<file path="config.mk">
export PLATFORM = sky130hd
export DESIGN_NAME = one_wire_id_slave_search
export DESIGN_NICKNAME = d
export VERILOG_FILES = /design/src/rtl/owids_pkg.sv /design/src/rtl/owids_cfg_regs.sv /design/src/rtl/owids_core.sv /design/src/rtl/owids_skid.sv /design/src/rtl/one_wire_id_slave_search.sv
export SDC_FILE = /design/constraint.sdc
export NUM_CORES = 1
export LEC_CHECK = 0
export ABC_AREA = 1
export BUFFER_PORTS_ARGS = -buffer_cell sky130_fd_sc_hd__buf_2
export CORE_ASPECT_RATIO = 0.8
export CORE_MARGIN = 2
export CORE_UTILIZATION = 30
export DETAILED_ROUTE_END_ITERATION = 7
export PLACE_DENSITY = 0.51
export SLEW_MARGIN = 10
export SYNTH_ARGS = -nofsm -noshare
export SYNTH_HDL_FRONTEND = slang
export SYNTH_SLANG_ARGS = --single-unit
</file>
<file path="constraint.sdc">
create_clock -name clk_i -period 4.7 [get_ports clk_i]
set_input_delay 0.94 -clock clk_i [delete_from_list [all_inputs] [get_ports clk_i]]
set_output_delay 0.94 -clock clk_i [all_outputs]
set_load 0.05 [all_outputs]
</file>
<file path="src/rtl/owids_pkg.sv">
// Shared types and constants for the 1-Wire identity search slave.
// Used by the configuration registers, the line controller, the output skid
// buffer and the top level. No dependencies.
`default_nettype none

package owids_pkg;

  // Configuration port geometry.
  localparam int unsigned CFG_DATA_BITS = 64;
  localparam int unsigned CFG_IDX_BITS  = 3;
  localparam int unsigned LEN_BITS      = 10;
  localparam int unsigned CMD_BITS      = 8;

  // Default values for the top-level parameters.
  localparam int unsigned ID_BITS_DEFAULT    = 64;
  localparam int unsigned COUNT_BITS_DEFAULT = 10;

  // Stream payload widths, padded to whole bytes.
  localparam int unsigned IN_DATA_BITS  = 8;
  localparam int unsigned OUT_DATA_BITS = 16;

  // Register reset values.
  localparam logic [CFG_DATA_BITS-1:0] ROM_ID_RESET = 64'd10232178472644805889;
  localparam logic [LEN_BITS-1:0] RESET_MIN_RESET  = 10'd200;
  localparam logic [LEN_BITS-1:0] ONE_MAX_RESET    = 10'd40;
  localparam logic [LEN_BITS-1:0] PRES_WAIT_RESET  = 10'd50;
  localparam logic [LEN_BITS-1:0] PRES_LEN_RESET   = 10'd150;
  localparam logic [LEN_BITS-1:0] PRES_REC_RESET   = 10'd150;
  localparam logic [LEN_BITS-1:0] ZERO_LEN_RESET   = 10'd35;
  localparam logic [CMD_BITS-1:0] SEARCH_CMD_RESET = 8'hF0;

  // Fixed slot timings in ticks.
  localparam int unsigned GUARD_TICKS = 5;
  localparam int unsigned HOLD_TICKS  = 10;

  // Register indexes on the configuration port.
  typedef enum logic [CFG_IDX_BITS-1:0] {
    REG_ROM_ID     = 3'd0,
    REG_RESET_MIN  = 3'd1,
    REG_ONE_MAX    = 3'd2,
    REG_PRES_WAIT  = 3'd3,
    REG_PRES_LEN   = 3'd4,
    REG_PRES_REC   = 3'd5,
    REG_ZERO_LEN   = 3'd6,
    REG_SEARCH_CMD = 3'd7
  } cfg_reg_e;

  // Bus protocol phases.
  typedef enum logic [3:0] {
    PH_HUNT_IDLE,
    PH_HUNT_LOW,
    PH_PRES_WAIT,
    PH_PRES_DRIVE,
    PH_PRES_RECOVER,
    PH_CMD_IDLE,
    PH_CMD_LOW,
    PH_TX_IDLE,
    PH_TX_DRIVE,
    PH_TX_GUARD,
    PH_TX_HOLD,
    PH_DIR_IDLE,
    PH_DIR_LOW
  } phase_e;

  // Which of the three slots of a search bit is under way.
  typedef enum logic [1:0] {
    SLOT_BIT,
    SLOT_COMP,
    SLOT_DIR
  } slot_e;

  // Timing and command registers.
  typedef struct packed {
    logic [LEN_BITS-1:0] reset_min_ticks;
    logic [LEN_BITS-1:0] one_max_ticks;
    logic [LEN_BITS-1:0] presence_wait;
    logic [LEN_BITS-1:0] presence_len;
    logic [LEN_BITS-1:0] presence_recover;
    logic [LEN_BITS-1:0] zero_len;
    logic [CMD_BITS-1:0] search_command;
  } cfg_t;

  // One result per tick.
  typedef struct packed {
    logic [CMD_BITS-1:0] command_byte;
    logic                command_done;
    logic                drive_low;
  } result_t;

endpackage

`default_nettype wire

</file>
<file path="src/rtl/owids_cfg_regs.sv">
// Configuration register file of the 1-Wire identity search slave.
// Depends on owids_pkg for register indexes, widths and reset values.
`default_nettype none

module owids_cfg_regs #(
  parameter int unsigned ID_BITS = owids_pkg::ID_BITS_DEFAULT
) (
  input  wire logic                                   clk_i,
  input  wire logic                                   rst_ni,
  input  wire logic                                   cfg_we_i,
  input  wire logic [owids_pkg::CFG_IDX_BITS-1:0]     cfg_index_i,
  input  wire logic [owids_pkg::CFG_DATA_BITS-1:0]    cfg_wdata_i,
  output owids_pkg::cfg_t                             cfg_o,
  output logic [ID_BITS-1:0]                          rom_id_o
);

  owids_pkg::cfg_t     cfg_q;
  logic [ID_BITS-1:0]  rom_id_q;

  // Register writes; every index names a register.
  always_ff @(posedge clk_i or negedge rst_ni) begin
    if (!rst_ni) begin
      rom_id_q               <= owids_pkg::ROM_ID_RESET[ID_BITS-1:0];
      cfg_q.reset_min_ticks  <= owids_pkg::RESET_MIN_RESET;
      cfg_q.one_max_ticks    <= owids_pkg::ONE_MAX_RESET;
      cfg_q.presence_wait    <= owids_pkg::PRES_WAIT_RESET;
      cfg_q.presence_len     <= owids_pkg::PRES_LEN_RESET;
      cfg_q.presence_recover <= owids_pkg::PRES_REC_RESET;
      cfg_q.zero_len         <= owids_pkg::ZERO_LEN_RESET;
      cfg_q.search_command   <= owids_pkg::SEARCH_CMD_RESET;
    end else if (cfg_we_i) begin
      unique case (owids_pkg::cfg_reg_e'(cfg_index_i))
        owids_pkg::REG_ROM_ID:     rom_id_q <= cfg_wdata_i[ID_BITS-1:0];
        owids_pkg::REG_RESET_MIN:
          cfg_q.reset_min_ticks <= cfg_wdata_i[owids_pkg::LEN_BITS-1:0];
        owids_pkg::REG_ONE_MAX:
          cfg_q.one_max_ticks <= cfg_wdata_i[owids_pkg::LEN_BITS-1:0];
        owids_pkg::REG_PRES_WAIT:
          cfg_q.presence_wait <= cfg_wdata_i[owids_pkg::LEN_BITS-1:0];
        owids_pkg::REG_PRES_LEN:
          cfg_q.presence_len <= cfg_wdata_i[owids_pkg::LEN_BITS-1:0];
        owids_pkg::REG_PRES_REC:
          cfg_q.presence_recover <= cfg_wdata_i[owids_pkg::LEN_BITS-1:0];
        owids_pkg::REG_ZERO_LEN:
          cfg_q.zero_len <= cfg_wdata_i[owids_pkg::LEN_BITS-1:0];
        owids_pkg::REG_SEARCH_CMD:
          cfg_q.search_command <= cfg_wdata_i[owids_pkg::CMD_BITS-1:0];
        default: ;
      endcase
    end
  end

  assign cfg_o    = cfg_q;
  assign rom_id_o = rom_id_q;

endmodule

`default_nettype wire

</file>
<file path="src/rtl/owids_core.sv">
// Tick-by-tick bus controller: reset hunt, presence, command read, ID search.
// Depends on owids_pkg for the phase and slot types and the register struct.
`default_nettype none

module owids_core #(
  parameter int unsigned ID_BITS    = owids_pkg::ID_BITS_DEFAULT,
  parameter int unsigned COUNT_BITS = owids_pkg::COUNT_BITS_DEFAULT
) (
  input  wire logic                clk_i,
  input  wire logic                rst_ni,
  input  wire logic                acc_i,
  input  wire logic                line_level_i,
  input  owids_pkg::cfg_t          cfg_i,
  input  wire logic [ID_BITS-1:0]  rom_id_i,
  output owids_pkg::result_t       res_o
);

  localparam int unsigned IDX_BITS = $clog2(ID_BITS);
  localparam int unsigned CMP_BITS =
    (COUNT_BITS > owids_pkg::LEN_BITS) ? COUNT_BITS : owids_pkg::LEN_BITS;
  localparam logic [COUNT_BITS-1:0] CNT_MAX  = '1;
  localparam logic [IDX_BITS-1:0]   LAST_BIT = IDX_BITS'(ID_BITS - 1);

  // Length register clamped to what the tick counter can reach.
  function automatic logic [COUNT_BITS-1:0] clamp_len(
    input logic [owids_pkg::LEN_BITS-1:0] v
  );
    logic [CMP_BITS-1:0] ve;
    ve = CMP_BITS'(v);
    if (ve > CMP_BITS'(CNT_MAX)) begin
      return CNT_MAX;
    end
    return ve[COUNT_BITS-1:0];
  endfunction

  function automatic logic is_timed(input owids_pkg::phase_e p);
    return p == owids_pkg::PH_PRES_WAIT || p == owids_pkg::PH_PRES_DRIVE ||
           p == owids_pkg::PH_PRES_RECOVER || p == owids_pkg::PH_TX_DRIVE ||
           p == owids_pkg::PH_TX_GUARD || p == owids_pkg::PH_TX_HOLD;
  endfunction

  // Entering a timed phase of zero length falls straight through to the next.
  function automatic owids_pkg::phase_e skip_zero(
    input owids_pkg::phase_e p,
    input logic wait_z,
    input logic len_z,
    input logic rec_z,
    input logic zero_z
  );
    owids_pkg::phase_e r;
    r = p;
    if (r == owids_pkg::PH_PRES_WAIT && wait_z) begin
      r = owids_pkg::PH_PRES_DRIVE;
    end
    if (r == owids_pkg::PH_PRES_DRIVE && len_z) begin
      r = owids_pkg::PH_PRES_RECOVER;
    end
    if (r == owids_pkg::PH_PRES_RECOVER && rec_z) begin
      r = owids_pkg::PH_CMD_IDLE;
    end
    if (r == owids_pkg::PH_TX_DRIVE && zero_z) begin
      r = owids_pkg::PH_TX_GUARD;
    end
    return r;
  endfunction

  owids_pkg::phase_e     phase_q, phase_d, nxt_ph;
  logic [COUNT_BITS-1:0] tick_q, tick_d, tick_sat, cur_len;
  logic [COUNT_BITS:0]   tick_next;
  logic [IDX_BITS-1:0]   bit_q, bit_d;
  owids_pkg::slot_e      slot_q, slot_d;
  logic [owids_pkg::CMD_BITS-1:0] cmd_q, cmd_d;
  logic                  drive, done, rom_bit, send_zero;
  logic                  wait_z, len_z, rec_z, zero_z;
  logic [COUNT_BITS-1:0] len_wait, len_pres, len_rec, len_zero;

  assign len_wait = clamp_len(cfg_i.presence_wait);
  assign len_pres = clamp_len(cfg_i.presence_len);
  assign len_rec  = clamp_len(cfg_i.presence_recover);
  assign len_zero = clamp_len(cfg_i.zero_len);
  assign wait_z   = (cfg_i.presence_wait == '0);
  assign len_z    = (cfg_i.presence_len == '0);
  assign rec_z    = (cfg_i.presence_recover == '0);
  assign zero_z   = (cfg_i.zero_len == '0);

  assign tick_sat  = (tick_q != CNT_MAX) ? tick_q + COUNT_BITS'(1) : tick_q;
  assign rom_bit   = rom_id_i[bit_q];
  assign send_zero = (slot_q == owids_pkg::SLOT_BIT) ? !rom_bit : rom_bit;

  // Next state for one tick: line event first, then the timed-phase count.
  always_comb begin
    phase_d   = phase_q;
    tick_d    = tick_q;
    bit_d     = bit_q;
    slot_d    = slot_q;
    cmd_d     = cmd_q;
    drive     = 1'b0;
    done      = 1'b0;
    nxt_ph    = phase_q;
    cur_len   = COUNT_BITS'(owids_pkg::HOLD_TICKS);
    tick_next = '0;

    unique case (phase_q)
      owids_pkg::PH_HUNT_IDLE: begin
        if (!line_level_i) begin
          phase_d = owids_pkg::PH_HUNT_LOW;
          tick_d  = COUNT_BITS'(1);
        end
      end
      owids_pkg::PH_CMD_IDLE: begin
        if (!line_level_i) begin
          phase_d = owids_pkg::PH_CMD_LOW;
          tick_d  = COUNT_BITS'(1);
        end
      end
      owids_pkg::PH_HUNT_LOW: begin
        if (!line_level_i) begin
          tick_d = tick_sat;
        end else if (CMP_BITS'(tick_q) > CMP_BITS'(cfg_i.reset_min_ticks)) begin
          cmd_d   = '0;
          bit_d   = '0;
          slot_d  = owids_pkg::SLOT_BIT;
          tick_d  = '0;
          phase_d = skip_zero(owids_pkg::PH_PRES_WAIT, wait_z, len_z, rec_z, zero_z);
        end else begin
          phase_d = owids_pkg::PH_HUNT_IDLE;
        end
      end
      owids_pkg::PH_CMD_LOW: begin
        if (!line_level_i) begin
          tick_d = tick_sat;
        end else begin
          if (CMP_BITS'(tick_q) < CMP_BITS'(cfg_i.one_max_ticks) &&
              tick_q != CNT_MAX) begin
            cmd_d[bit_q[2:0]] = 1'b1;
          end
          if (bit_q[2:0] == 3'd7) begin
            done    = 1'b1;
            bit_d   = '0;
            slot_d  = owids_pkg::SLOT_BIT;
            phase_d = (cmd_d == cfg_i.search_command) ? owids_pkg::PH_TX_IDLE
                                                      : owids_pkg::PH_HUNT_IDLE;
          end else begin
            bit_d   = IDX_BITS'(bit_q[2:0] + 3'd1);
            phase_d = owids_pkg::PH_CMD_IDLE;
          end
          tick_d = '0;
        end
      end
      owids_pkg::PH_TX_IDLE: begin
        if (!line_level_i) begin
          tick_d  = '0;
          phase_d = skip_zero(send_zero ? owids_pkg::PH_TX_DRIVE : owids_pkg::PH_TX_HOLD,
                              wait_z, len_z, rec_z, zero_z);
        end
      end
      owids_pkg::PH_DIR_IDLE: begin
        if (!line_level_i) begin
          phase_d = owids_pkg::PH_DIR_LOW;
        end
      end
      owids_pkg::PH_DIR_LOW: begin
        if (line_level_i) begin
          slot_d = owids_pkg::SLOT_BIT;
          if (bit_q == LAST_BIT) begin
            bit_d   = '0;
            phase_d = owids_pkg::PH_HUNT_IDLE;
          end else begin
            bit_d   = bit_q + IDX_BITS'(1);
            phase_d = owids_pkg::PH_TX_IDLE;
          end
        end
      end
      default: ;
    endcase

    // A presence skipped entirely lands in the command read with a fresh index.
    if (phase_d == owids_pkg::PH_CMD_IDLE && phase_q != owids_pkg::PH_CMD_IDLE &&
        phase_q != owids_pkg::PH_CMD_LOW) begin
      bit_d = '0;
    end

    // Timed phases count this tick and move on when their length is reached.
    if (is_timed(phase_d)) begin
      drive = (phase_d == owids_pkg::PH_PRES_DRIVE) ||
              (phase_d == owids_pkg::PH_TX_DRIVE);
      unique case (phase_d)
        owids_pkg::PH_PRES_WAIT:    cur_len = len_wait;
        owids_pkg::PH_PRES_DRIVE:   cur_len = len_pres;
        owids_pkg::PH_PRES_RECOVER: cur_len = len_rec;
        owids_pkg::PH_TX_DRIVE:     cur_len = len_zero;
        owids_pkg::PH_TX_GUARD:     cur_len = COUNT_BITS'(owids_pkg::GUARD_TICKS);
        default:                    cur_len = COUNT_BITS'(owids_pkg::HOLD_TICKS);
      endcase
      tick_next = {1'b0, tick_d} + (COUNT_BITS + 1)'(1);
      if (tick_next >= {1'b0, cur_len}) begin
        unique case (phase_d)
          owids_pkg::PH_PRES_WAIT:    nxt_ph = owids_pkg::PH_PRES_DRIVE;
          owids_pkg::PH_PRES_DRIVE:   nxt_ph = owids_pkg::PH_PRES_RECOVER;
          owids_pkg::PH_PRES_RECOVER: nxt_ph = owids_pkg::PH_CMD_IDLE;
          owids_pkg::PH_TX_DRIVE:     nxt_ph = owids_pkg::PH_TX_GUARD;
          default: begin
            if (slot_d == owids_pkg::SLOT_BIT) begin
              slot_d = owids_pkg::SLOT_COMP;
              nxt_ph = owids_pkg::PH_TX_IDLE;
            end else begin
              slot_d = owids_pkg::SLOT_DIR;
              nxt_ph = owids_pkg::PH_DIR_IDLE;
            end
          end
        endcase
        phase_d = skip_zero(nxt_ph, wait_z, len_z, rec_z, zero_z);
        if (phase_d == owids_pkg::PH_CMD_IDLE) begin
          bit_d = '0;
        end
        tick_d = '0;
      end else begin
        tick_d = tick_next[COUNT_BITS-1:0];
      end
    end
  end

  // State advances once per accepted tick.
  always_ff @(posedge clk_i or negedge rst_ni) begin
    if (!rst_ni) begin
      phase_q <= owids_pkg::PH_HUNT_IDLE;
      tick_q  <= '0;
      bit_q   <= '0;
      slot_q  <= owids_pkg::SLOT_BIT;
      cmd_q   <= '0;
    end else if (acc_i) begin
      phase_q <= phase_d;
      tick_q  <= tick_d;
      bit_q   <= bit_d;
      slot_q  <= slot_d;
      cmd_q   <= cmd_d;
    end
  end

  assign res_o.drive_low    = drive;
  assign res_o.command_done = done;
  assign res_o.command_byte = cmd_d;

  // A finished command leads either to the search or back to the reset hunt.
  a_done_next: assert property (@(posedge clk_i) disable iff (!rst_ni)
    (acc_i && res_o.command_done) |=>
      (phase_q == owids_pkg::PH_TX_IDLE || phase_q == owids_pkg::PH_HUNT_IDLE))
    else $error("command end did not lead to search or hunt");

  // The bit index stays inside the identity.
  a_bit_range: assert property (@(posedge clk_i) disable iff (!rst_ni)
    int'(bit_q) < ID_BITS)
    else $error("bit index beyond identity");

  // During the command read the index counts command bits only.
  a_cmd_index: assert property (@(posedge clk_i) disable iff (!rst_ni)
    (phase_q == owids_pkg::PH_CMD_IDLE || phase_q == owids_pkg::PH_CMD_LOW) |->
      int'(bit_q) < 8)
    else $error("command bit index out of range");

  // The direction slot is only entered after both answer slots.
  a_dir_slot: assert property (@(posedge clk_i) disable iff (!rst_ni)
    (phase_q == owids_pkg::PH_DIR_IDLE || phase_q == owids_pkg::PH_DIR_LOW) |->
      slot_q == owids_pkg::SLOT_DIR)
    else $error("direction phase without direction slot");

endmodule

`default_nettype wire

</file>
<file path="src/rtl/owids_skid.sv">
// Output register with one skid entry for the result stream.
// Depends on owids_pkg for the result struct.
`default_nettype none

module owids_skid (
  input  wire logic          clk_i,
  input  wire logic          rst_ni,
  input  wire logic          in_valid_i,
  output logic               in_ready_o,
  input  owids_pkg::result_t in_data_i,
  output logic               out_valid_o,
  input  wire logic          out_ready_i,
  output owids_pkg::result_t out_data_o
);

  logic               out_valid_q, skid_valid_q;
  owids_pkg::result_t out_data_q, skid_data_q;
  logic               in_acc, out_free;

  assign in_ready_o = !skid_valid_q;
  assign in_acc     = in_valid_i && in_ready_o;
  assign out_free   = !out_valid_q || out_ready_i;

  // Control: the skid entry fills only while the output register is stalled.
  always_ff @(posedge clk_i or negedge rst_ni) begin
    if (!rst_ni) begin
      out_valid_q  <= 1'b0;
      skid_valid_q <= 1'b0;
    end else if (out_free) begin
      out_valid_q  <= skid_valid_q || in_acc;
      skid_valid_q <= 1'b0;
    end else if (in_acc) begin
      skid_valid_q <= 1'b1;
    end
  end

  // Payload.
  always_ff @(posedge clk_i) begin
    if (out_free) begin
      out_data_q <= skid_valid_q ? skid_data_q : in_data_i;
    end else if (in_acc) begin
      skid_data_q <= in_data_i;
    end
  end

  assign out_valid_o = out_valid_q;
  assign out_data_o  = out_data_q;

endmodule

`default_nettype wire

</file>
<file path="src/rtl/one_wire_id_slave_search.sv">
// 1-Wire serial-number slave that answers the identity search.
// Each input transaction carries one microsecond sample of the bus level in
// s_axis_tdata_i bit 0; each accepted sample yields exactly one output
// transaction saying whether to pull the bus low during that tick, together
// with the command-complete flag and the command byte received so far.
// Throughput is one sample per clock cycle while s_axis_tready_o is high;
// the whole protocol step for a tick is worked out in the cycle in which
// the sample is accepted, and the result is registered in the output stage.
// The output side has one register and one skid entry: if the receiver
// stalls, one further sample is still taken, after which s_axis_tready_o
// drops until the output register drains.
// Registers are written through cfg_we_i / cfg_index_i / cfg_wdata_i with no
// wait states; the user writes only while the stream is idle; not enforced.
// Reset restores the register defaults, clears the stream and puts the
// controller in the reset hunt, waiting for a long low pulse on the bus.
// Depends on owids_pkg, owids_cfg_regs, owids_core and owids_skid.
`default_nettype none

module one_wire_id_slave_search #(
  parameter int unsigned ID_BITS    = owids_pkg::ID_BITS_DEFAULT,
  parameter int unsigned COUNT_BITS = owids_pkg::COUNT_BITS_DEFAULT
) (
  input  wire logic                                  clk_i,
  input  wire logic                                  rst_ni,
  // Input stream.
  input  wire logic                                  s_axis_tvalid_i,
  output logic                                       s_axis_tready_o,
  // Fields from bit 0: line_level, zero padding.
  input  wire logic [owids_pkg::IN_DATA_BITS-1:0]    s_axis_tdata_i,
  // Output stream.
  output logic                                       m_axis_tvalid_o,
  input  wire logic                                  m_axis_tready_i,
  // Fields from bit 0: drive_low, command_done, command_byte, zero padding.
  output logic [owids_pkg::OUT_DATA_BITS-1:0]        m_axis_tdata_o,
  // Configuration write port.
  input  wire logic                                  cfg_we_i,
  input  wire logic [owids_pkg::CFG_IDX_BITS-1:0]    cfg_index_i,
  input  wire logic [owids_pkg::CFG_DATA_BITS-1:0]   cfg_wdata_i
);

  owids_pkg::cfg_t     cfg;
  logic [ID_BITS-1:0]  rom_id;
  owids_pkg::result_t  core_res, out_res;
  logic                in_acc;

  assign in_acc = s_axis_tvalid_i && s_axis_tready_o;

  // Register file.
  owids_cfg_regs #(
    .ID_BITS (ID_BITS)
  ) u_cfg (
    .clk_i       (clk_i),
    .rst_ni      (rst_ni),
    .cfg_we_i    (cfg_we_i),
    .cfg_index_i (cfg_index_i),
    .cfg_wdata_i (cfg_wdata_i),
    .cfg_o       (cfg),
    .rom_id_o    (rom_id)
  );

  // Protocol controller.
  owids_core #(
    .ID_BITS    (ID_BITS),
    .COUNT_BITS (COUNT_BITS)
  ) u_core (
    .clk_i        (clk_i),
    .rst_ni       (rst_ni),
    .acc_i        (in_acc),
    .line_level_i (s_axis_tdata_i[0]),
    .cfg_i        (cfg),
    .rom_id_i     (rom_id),
    .res_o        (core_res)
  );

  // Result buffering.
  owids_skid u_skid (
    .clk_i       (clk_i),
    .rst_ni      (rst_ni),
    .in_valid_i  (s_axis_tvalid_i),
    .in_ready_o  (s_axis_tready_o),
    .in_data_i   (core_res),
    .out_valid_o (m_axis_tvalid_o),
    .out_ready_i (m_axis_tready_i),
    .out_data_o  (out_res)
  );

  // Pack the result fields into the output data word.
  assign m_axis_tdata_o = {
    (owids_pkg::OUT_DATA_BITS - owids_pkg::CMD_BITS - 2)'(0),
    out_res.command_byte,
    out_res.command_done,
    out_res.drive_low
  };

endmodule

`default_nettype wire
</file>
==> results of run 1 <==
==> worst max-delay path, delay by kind of cell (launching register included) <==
kind                       cells  cell delay, ps
adders and majority gates      1             210
DFF                            1             390
buffers and inverters         28            3430
and+or+nand+nor                5             520
AOI/OAI and AO/OA              3             400
==> flip-flops by register name, summed over array words and instances (netlist names), 2 cells and up <==
name	flops
u_cfg.cfg_o	68
u_core.tick_q	10
u_skid.out_data_o	10
u_skid.skid_data_q	10
u_core.slot_q	2
u_core.cmd_q	8
u_core.bit_q	6
u_core.phase_q	4
u_cfg.rom_id_o	64
==> worst min path at each step <==
stage / start / end / slack [ps] / cells after the start
floorplan: u_cfg.cfg_o[11]$_DFFE_PN0P_ / u_cfg.cfg_o[11]$_DFFE_PN0P_ / 450 / 2
global placement: u_cfg.cfg_o[66]$_DFFE_PN0P_ / u_cfg.cfg_o[66]$_DFFE_PN0P_ / 470 / 2
detailed placement: u_cfg.cfg_o[34]$_DFFE_PN0P_ / u_cfg.cfg_o[34]$_DFFE_PN0P_ / 470 / 2
CTS: u_core.cmd_q[4]$_DFFE_PN0P_ / u_core.cmd_q[4]$_DFFE_PN0P_ / 490 / 2
global route: u_core.cmd_q[3]$_DFFE_PN0P_ / u_core.cmd_q[3]$_DFFE_PN0P_ / 510 / 2
finish: u_cfg.cfg_o[34]$_DFFE_PN0P_ / u_cfg.cfg_o[34]$_DFFE_PN0P_ / 480 / 2
==> what timing repair did <==
item,4_1_cts,5_1_grt
pin swaps,29,45
setup buffers,35,18
resized for setup,69,76
endpoints found under the setup margin,22,25
hold buffers,0,0
cloned,0,0
==> cell type report <==
type / count / area (µm²) / share of cell area
antenna: 1 / 2.50 / 0.000174
clock buffer: 26 / 510 / 0.0354
clock inverter: 6 / 111 / 0.00773
inverter: 154 / 594 / 0.0413
multi-input combinational: 1006 / 5990 / 0.416
sequential: 184 / 4760 / 0.330
tap: 480 / 601 / 0.0417
timing repair buffer: 251 / 1830 / 0.127
==> routing by layer <==
layer	part of all wire	vias up	track usage	wire length, µm
met5	0	-	0	0
met3	0.039	34	0.0322	1340
met4	0.015	0	0.0490	520
met2	0.44	172	0.271	15300
met1	0.51	4867	0.275	17700
li1	-	5022	-	-
==> layout by cell type, fill, tap and decap left out, types with 18 or more instances in the layout <==
cell type,count
dfstp_2,41
a21oi_1,24
edfxtp_1,20
o21ai_1,21
nand2_1,413
nand3_1,50
ha_1,28
nor2_1,58
nand2_2,40
dfrtp_1,121
buf_2,83
inv_1,131
nand4_1,18
clkbuf_16,18
o21ai_0,129
buf_4,145
mux2_2,54
==> power groups by stage <==
stage          logic (W)  registers (W)  clock network, W
6_report         0.00750        0.00223           0.00154
5_1_grt          0.00825        0.00227           0.00165
4_1_cts          0.00637        0.00222           0.00158
3_5_place_dp     0.00586        0.00224                 0
3_3_place_gp     0.00580        0.00223                 0
2_1_floorplan    0.00375        0.00224                 0
==> per-stage QoR <==
step / power [W] / worst slack (ps) / utilization / area (µm²) / hold slack (ps)
4_1_cts: 0.0102 / -134 / 0.385 / 13900 / 490
5_1_grt: 0.0122 / -630 / 0.398 / 14400 / 505
6_report: 0.0113 / -426 / 0.398 / 14400 / 484
2_1_floorplan: 0.00599 / 152 / - / 11100 / 453
3_5_place_dp: 0.00809 / -429 / 0.353 / 12800 / 473
3_3_place_gp: 0.00803 / -382 / 0.353 / 12800 / 468
==> cell families after synthesis <==
kind of cell	count (synthesis)	synth area share
AOI/OAI and AO/OA	240	0.126
other	1	0.000339
DFF	184	0.429
and+or+nand+nor	660	0.263
muxes	54	0.0549
xor gates and xnor gates	13	0.0103
adders and majority gates	33	0.0373
buffers and inverters	212	0.0788
==> summary.md, run 1 <==
| Metric | Value |
|---|---|
| Status | complete, but fails checks |
| Failing checks | negative setup slack |
| P_leak | 6.94 nW |
| Most instantiated cells after synthesis | 451 x nand2_1, 137 x inv_1, 134 x o21ai_0 |
| DRC viols | 0 |
| Most used DFF post-synth | dfrtp_1 |
| R2R cell count | 37 |
| Post-synth EDFFs | 20 |
| # rows | 62 |
| Synth-to-Final Area Change | 30.0% |
| Vias per cell | between 4 and 5 |
| Layout cells sized above 1 | 0.327 |
| Synth top area cells | dfrtp_1 28%, nand2_1 15%, dfstp_2 9.7% |
| Fill count | about 3,800 |
| Die extent in y | between 150 and 200 µm |
| WP data required | 5010 ps |
| Die Area | about 0.038 mm² |
| Clock Latency Late Sink | approximately 460 ps |
| Max_cap viols | 0 |
| Core area | ~0.036 mm² |
| Yosys warns | 0 |
| Final Critical Period | 5130 ps |
| CP Capture Point | u_skid.out_data_o[9]$_DFFE_PN_ |
| Global-route wire length before repair | 54,300 µm |
| Final WS setup | -426 ps |
| Clock H-tree levels | 4 |
| Maximum clock path buffer count | 2 |
| Switching share of power | 0.469 |
| Post-synth ARST share | 0.891 |
| Yosys top cell area share | 0.278 |
| RSZ-0062 raised after global routing | yes |
| Sequential area share after synthesis | 0.429 |
| Vias in the first global route | approximately 9,600 |
| Routed WL per cell | 16.5 µm |
| HP Class | register to register |
| Setup CP Type | register to register |
| Vias | a little over 10,000 |
| Slew margin rel. | 0.344 |
| Cells after Synth | ~1,400 |
| CTS tree | built |
| Slew @ Worst Pin | about 1000 ps |
| # setup viols final | 25 |
| Setup slack, reg-to-reg | -430 ps |
| Post-route ant nets | 0 |
| WL final | ~35,000 µm |
| Net switching power | 0.00528 W |
| RePlAce Congestion | 0.898 |
| Crit path top cell by count | buf_4 |
| Initial antenna violation count | 2 |
| Port Buffers | 84 |
| VDD IR-drop max | just under 600 µV |
| Setup crit start | u_cfg.cfg_o[57]$_DFFE_PN0P_ |
| Reg2reg end | u_skid.out_data_o[9]$_DFFE_PN_ |
| Final Skew | roughly 15 ps |
| Most common cell in the netlist | nand2_1 |
| Maximum clock rate | between 0.15 and 0.2 GHz |
| Dpl cells | about 2,000 |
| Crit path launch type | register |
| Root buf cell | clkbuf_16 |
| Nets@finish | ~1,700 |
| CTS clk-pin slew, worst paths | approximately 70 ps |
| CP Max Fanout | 7 |
| Clk pwr share | 0.137 |
| Final std cells w/o fill | roughly 2,100 |
| Final period util | 1.09 |
| Reg2reg start | u_cfg.cfg_o[57]$_DFFE_PN0P_ |
| Ports | just under 100 |
| Setup crit end kind | register |
| CTS Buf Count | 17 |
| Total negative slack | -7320 ps |
| Yosys top cell by area | dfrtp_1 |
| Critical Path AT | 5430 ps |
| Pre-antenna DRT Iters | 5 |
| Final slew viol count | 0 |
| Comb pwr share | 0.665 |
| GRT Residual Overflow | 0 |
| Clk sink count | between 150 and 200 |
| DPL Wire Length | around 25,000 µm |
| Synthesized cell area | 0.0111 mm² |
| FF+latch count, synth | roughly 180 |
| Syn_area_per_cell | between 7 and 8 µm² |
| 1st-iter DRT viols | between 700 and 800 |
| Power per Cell Area | ~780 mW/mm² |
| Die Wd | roughly 220 µm |
| Worst stage delay on the critical path | slightly below 400 ps |
| GRT Resource Usage Total | 0.184 |
| Final hold vios | 0 |
| Initial Util | 0.306 |
| Slowest library cell on the worst path | dfrtp_1 |
| Reg power frac | 0.198 |
| Power Internal | between 0.005 and 0.006 W |
| Largest net degree at the start of global routing | a little under 90 |
| Cell variety after synth | just under 60 |
No activity file was read; power rests on OpenSTA's default activity.
==> inputs of run 2 (changes only) <==
Settings changed: SYNTH_HIERARCHICAL set to 1.
==> summary.md, run 2 <==
| Metric | Value |
|---|---|
| Status | complete, but fails checks |
| Failing checks | design-rule violations, negative setup slack |
| Nets@finish | 1,963 |
| Most used DFF post-synth | dfrtp_1 |
| Power per Cell Area | a little under 800 mW/mm² |
| Synth top area cells | dfrtp_1 27%, nand2_1 20%, dfstp_2 9.3% |
| # rows | between 60 and 70 |
| Die Wd | roughly 220 µm |
| # setup viols final | 22 |
| Clock H-tree levels | 4 |
| GRT Resource Usage Total | 0.194 |
| Final slew viol count | 0 |
| WL final | between 30,000 and 40,000 µm |
| Dpl cells | 2,294 |
| Synth-to-Final Area Change | 31.0% |
| Hold Slack | roughly 460 ps |
| Ports | 98 |
| Most common cell in the netlist | nand2_1 |
| Cell variety after synth | 60 |
| Yosys top cell area share | 0.265 |
| Routed WL per cell | 16.4 µm |
| DPL Wire Length | about 28,000 µm |
| Final std cells w/o fill | 2,358 |
| Sequential area share after synthesis | 0.410 |
| Core area | roughly 0.038 mm² |
| 1st-iter DRT viols | roughly 900 |
| Cells after Synth | between 1,500 and 2,000 |
| Setup slack, reg-to-reg | -520 ps |
| Yosys warns | 6 |
| Yosys top cell by area | dfrtp_1 |
| Most instantiated cells after synthesis | 611 x nand2_1, 167 x nand3_1, 138 x inv_1 |
| RSZ-0062 raised after global routing | yes |
| Global-route wire length before repair | 60,900 µm |
| Initial Util | 0.304 |
| Ant diodes | 0 |
| Slowest library cell on the worst path | dfstp_2 |
| CP Max Fanout | 7 |
| Setup crit end kind | register |
| Synthesized cell area | roughly 0.012 mm² |
| Clock Latency Late Sink | about 460 ps |
| Layout cells sized above 1 | 0.294 |
| Vias in the first global route | between 10,000 and 15,000 |
| Commonest non-fill, non-tap cell in the layout | nand2_1 |
| Pre-CTS WS | -613 ps |
| Port Buffers | between 80 and 90 |
| Commonest non-fill, non-tap cells in the layout | 591 x nand2_1, 182 x buf_4, 158 x nand3_1 |
| Slew @ Worst Pin | slightly above 900 ps |
| Slew margin rel. | 0.385 |
| Maximum clock rate | roughly 0.19 GHz |
| Die Area | 0.0403 mm² |
| Maximum clock path buffer count | 2 |
| GRT Residual Overflow | 0 |
| HP Class | register to register |
| Root buf cell | clkbuf_16 |
| WP data required | ~5000 ps |
| Post-route ant nets | 0 |
| Setup CP Type | register to register |
| CTS clk-pin slew, worst paths | around 80 ps |
| Crit path launch type | register |
| Final Critical Period | between 5000 and 6000 ps |
| Final period util | 1.11 |
| Die extent in y | ~180 µm |
| CTS Buf Count | 17 |
| Cell area after layout | around 0.015 mm² |
| Final WS setup | -523 ps |
| Final hold vios | 0 |
| FF+latch count, synth | approximately 180 |
| VDD IR-drop max | about 500 µV |
| Largest net degree at the start of global routing | between 80 and 90 |
| Worst stage delay on the critical path | roughly 540 ps |
| Post-layout util | 0.398 |
| Vias | approximately 11,000 |
| Max_cap viols | 0 |
| Clk sink count | around 180 |
| Hold buffer count at CTS | 0 |
| P_leak | 7.78 nW |
| CTS tree | built |
| Placed cell area | between 0.01 and 0.015 mm² |
| RePlAce Congestion | slightly above 0.9 |
| Post-synth ARST share | 0.891 |
| Pre-antenna DRT Iters | 8 |
| Max reg flops | 68 |
| Syn_area_per_cell | roughly 7.3 µm² |
| Critical Path AT | roughly 5600 ps |
| Post-synth EDFFs | 20 |
| DRC viols | 1 |
| Crit path top cell by count | nand2_2 |
| Final Skew | 14.9 ps |
| Initial antenna violation count | 0 |
| Vias per cell | a little under 5 |
## run 2: per-stage QoR
stage	total power, W	setup TNS [ps]
floorplan	0.00603	0
global placement	0.00841	-12300
detailed placement	0.00846	-11880
CTS	0.0108	-6520
global route	0.0126	-15280
finish	0.0118	-10210
## run 2: worst paths after layout
check / cells past startpoint / end / start
worst min-delay path: 2 / u_cfg/cfg_o[61]$_DFFE_PN1P_ / u_cfg/cfg_o[61]$_DFFE_PN1P_
worst min register to register: 2 / u_cfg/cfg_o[61]$_DFFE_PN1P_ / u_cfg/cfg_o[61]$_DFFE_PN1P_
worst max-delay path: 37 / u_core/tick_q[3]$_DFFE_PN0P_ / u_cfg/cfg_o[53]$_DFFE_PN1P_
min in group asynchronous: 1 / u_cfg/rom_id_o[29]$_DFFE_PN0P_ / rst_ni
max in group asynchronous: 2 / u_cfg/cfg_o[25]$_DFFE_PN1P_ / rst_ni
worst max register to register: 37 / u_core/tick_q[3]$_DFFE_PN0P_ / u_cfg/cfg_o[53]$_DFFE_PN1P_
## run 2: logic make-up (layout without fill, tap and decap cells)
group,count (synthesis),after routing,share of synthesized area
AO/OA/AOI/OAI,168,168,0.0916
XOR/XNOR,9,9,0.00680
adder cells (fa/ha/maj),33,33,0.0356
buffers and inverters,233,500,0.0894
flip-flops,184,184,0.410
other,1,6,0.000323
AND/OR/NAND/NOR,963,963,0.366
## run 2: cell type report
cell class / count / area (µm²)
sequential: 184 / 4760
tap: 495 / 619
multi-input combinational: 1179 / 6300
clock inverter: 10 / 123
clock buffer: 22 / 485
fill: 3927 / 23000
timing repair buffer: 303 / 2270
inverter: 165 / 643
## run 2: worst max-delay path: cells and delay by family (launching register included)
family	cells	cell delay, ps
simple gates	20	2090
buf+inv	6	640
flops	1	540
fa+ha+maj	2	550
compound gates	9	1290
## run 2: timing repair
| item | CTS | global route |
|---|---|---|
| resized for setup | 62 | 78 |
| endpoints found under the setup margin | 22 | 25 |
| setup buffers | 27 | 14 |
| pin swaps | 21 | 23 |
| cloned | 1 | 0 |
## run 2: report_power, final
group,leakage [nW],internal (W),switching (W)
sequential,2.19,0.00199,0.000253
clock,0.296,0.000814,0.000706
combinational,5.29,0.00354,0.00451
total,7.78,0.00635,0.00546
## run 2: layer usage
metal | vias to the layer above | share of wire | global-route usage
met2 | 333 | 0.43 | 0.284
li1 | 5653 | - | -
met1 | 5427 | 0.50 | 0.289
met5 | - | 0 | 0
met3 | 44 | 0.047 | 0.0356
met4 | 0 | 0.022 | 0.0579
==> inputs of run 3 (changes only) <==
Settings changed: PLACE_DENSITY 0.51 to 0.5.
Clock period 4.7 ns to 5.9 ns, I/O delays scaled along.
==> summary.md, run 3 (synthesis gave the netlist of run 2 again) <==
| Metric | Value |
|---|---|
| Slew margin rel. | 0.377 |
| Setup CP Type | register to register |
| Worst stage delay on the critical path | between 500 and 600 ps |
| Largest net degree at the start of global routing | between 80 and 90 |
| Port Buffers | 84 |
| Power per Cell Area | approximately 550 mW/mm² |
| Global-route wire length before repair | approximately 58,000 µm |
| Routing usage on met1 | 0.291 |
| Maximum clock path buffer count | 2 |
| Die Area | approximately 0.04 mm² |
| Initial antenna violation count | 0 |
| Crit path top cell by count | nand2_1 |
| Slew @ Worst Pin | 932 ps |
| HP Class | register to register |
| RePlAce Congestion | about 0.9 |
| WP data required | between 6000 and 7000 ps |
| VDD IR-drop max | just under 300 µV |
| Pre-antenna DRT Iters | 5 |
| Slowest library cell on the worst path | dfstp_2 |
| Vias per cell | just under 5 |
| WP buf/inv | 9 |
| Clk sink count | around 180 |
| RSZ-0062 raised after global routing | no |
| Cell area after layout | approximately 0.013 mm² |
| Placed cell area | between 0.01 and 0.015 mm² |
| Routed WL per cell | around 17 µm |
| DRC viols | 0 |
| CP Max Fanout | 10 |
| Synth-to-Final Area Change | 14.2% |
| Commonest non-fill, non-tap cells in the layout | 611 x nand2_1, 167 x nand3_1, 138 x inv_1 |
| Nets@finish | 1,788 |
| Vias | about 11,000 |
| Final WS setup | between 400 and 500 ps |
| Post-route ant nets | 0 |
| Global Route met3 Usage | 0.0278 |
| Crit path launch type | register |
| Ports | 98 |
| DPL Wire Length | 27,000 µm |
| # setup viols final | 0 |
| 1st-iter DRT viols | around 940 |
| Final hold vios | 0 |
| P_leak | ~6.8 nW |
| Final Skew | roughly 12 ps |
| # rows | 64 |
| Max_cap viols | 0 |
| GRT Residual Overflow | 0 |
| Commonest non-fill, non-tap cell in the layout | nand2_1 |
| Setup crit end kind | register |
| Cell family with most CP delay | simple AND/OR/NAND/NOR gates |
| Initial Util | 0.304 |
| Root buf cell | clkbuf_16 |
| Core area | 0.0382 mm² |
| Layout cells sized above 1 | 0.184 |
| Final period util | 0.926 |
| Clock H-tree levels | 4 |
| GRT Resource Usage Total | 0.184 |
| Post-layout util | 0.347 |
| Clock Latency Late Sink | between 400 and 500 ps |
| Critical Path AT | 5860 ps |
| Total negative slack | 0 ps |
| Vias in the first global route | about 10,000 |
| Die Wd | 224 µm |
| Die extent in y | approximately 180 µm |
| Pre-CTS WS | slightly above 300 ps |
| CTS tree | built |
| Gr busiest metal | met1 |
| Final slew viol count | 0 |
| Final Critical Period | between 5000 and 6000 ps |
| Max reg flops | just under 70 |
| CTS clk-pin slew, worst paths | roughly 80 ps |
| Hold Slack | 463 ps |
| Maximum clock rate | 0.183 GHz |
| WL final | ~36,000 µm |
| Status | finished clean |
| CTS Buf Count | 17 |
| Ant diodes | 0 |
| M2 GR Usage | 0.262 |
[run 3: worst paths after layout]
path	cells after the start	startpoint	slack (ps)	endpoint
max	39	u_cfg/cfg_o[53]$_DFFE_PN1P_	430	u_core/tick_q[8]$_DFFE_PN0P_
min	2	u_cfg/rom_id_o[35]$_DFFE_PN1P_	460	u_cfg/rom_id_o[35]$_DFFE_PN1P_
max reg2reg	39	u_cfg/cfg_o[53]$_DFFE_PN1P_	430	u_core/tick_q[8]$_DFFE_PN0P_
min reg2reg	2	u_cfg/rom_id_o[35]$_DFFE_PN1P_	460	u_cfg/rom_id_o[35]$_DFFE_PN1P_
max in group asynchronous	2	rst_ni	4150	u_cfg/cfg_o[25]$_DFFE_PN1P_
min in group asynchronous	1	rst_ni	750	u_cfg/rom_id_o[28]$_DFFE_PN0P_
[run 3: layout make-up]
cell class | instances | area (µm²)
inverter | 165 | 626
sequential | 184 | 4760
clock inverter | 13 | 154
clock buffer | 19 | 453
tap | 495 | 619
multi-input combinational | 1179 | 5860
fill | 4091 | 25000
timing repair buffer | 128 | 777
[run 3: per-layer routing]
layer,part of all wire,wire (µm)
met3,0.048,1760
met5,0,0
met1,0.53,19200
met2,0.41,15100
met4,0.012,430
[run 3: report_power, final]
part           internal, W  leakage (nW)  switching [W]
Combinational      0.00146          4.29        0.00273
Clock             0.000629         0.299       0.000576
Sequential         0.00159          2.20       0.000248
Total              0.00367          6.78        0.00355
[run 3: worst min-delay path, cell delays in order (launching register included)]
cell     delay, ps
dfstp_2        370
nand2_1         50
nand2_1         40
[run 3: what timing repair did]
action / CTS / global route
setup endpoints to repair: 0 / 22
hold buffers: 0 / 0
endpoints found under the hold margin: 0 / 0
setup buffers: 0 / 3
gates resized for setup: 0 / 9
[run 3: metrics by stage]
step                cells  total power, W
floorplan            1596         0.00480
global placement     2148         0.00585
detailed placement   2148         0.00589
CTS                  2180         0.00712
global route         2183         0.00781
finish               2183         0.00722
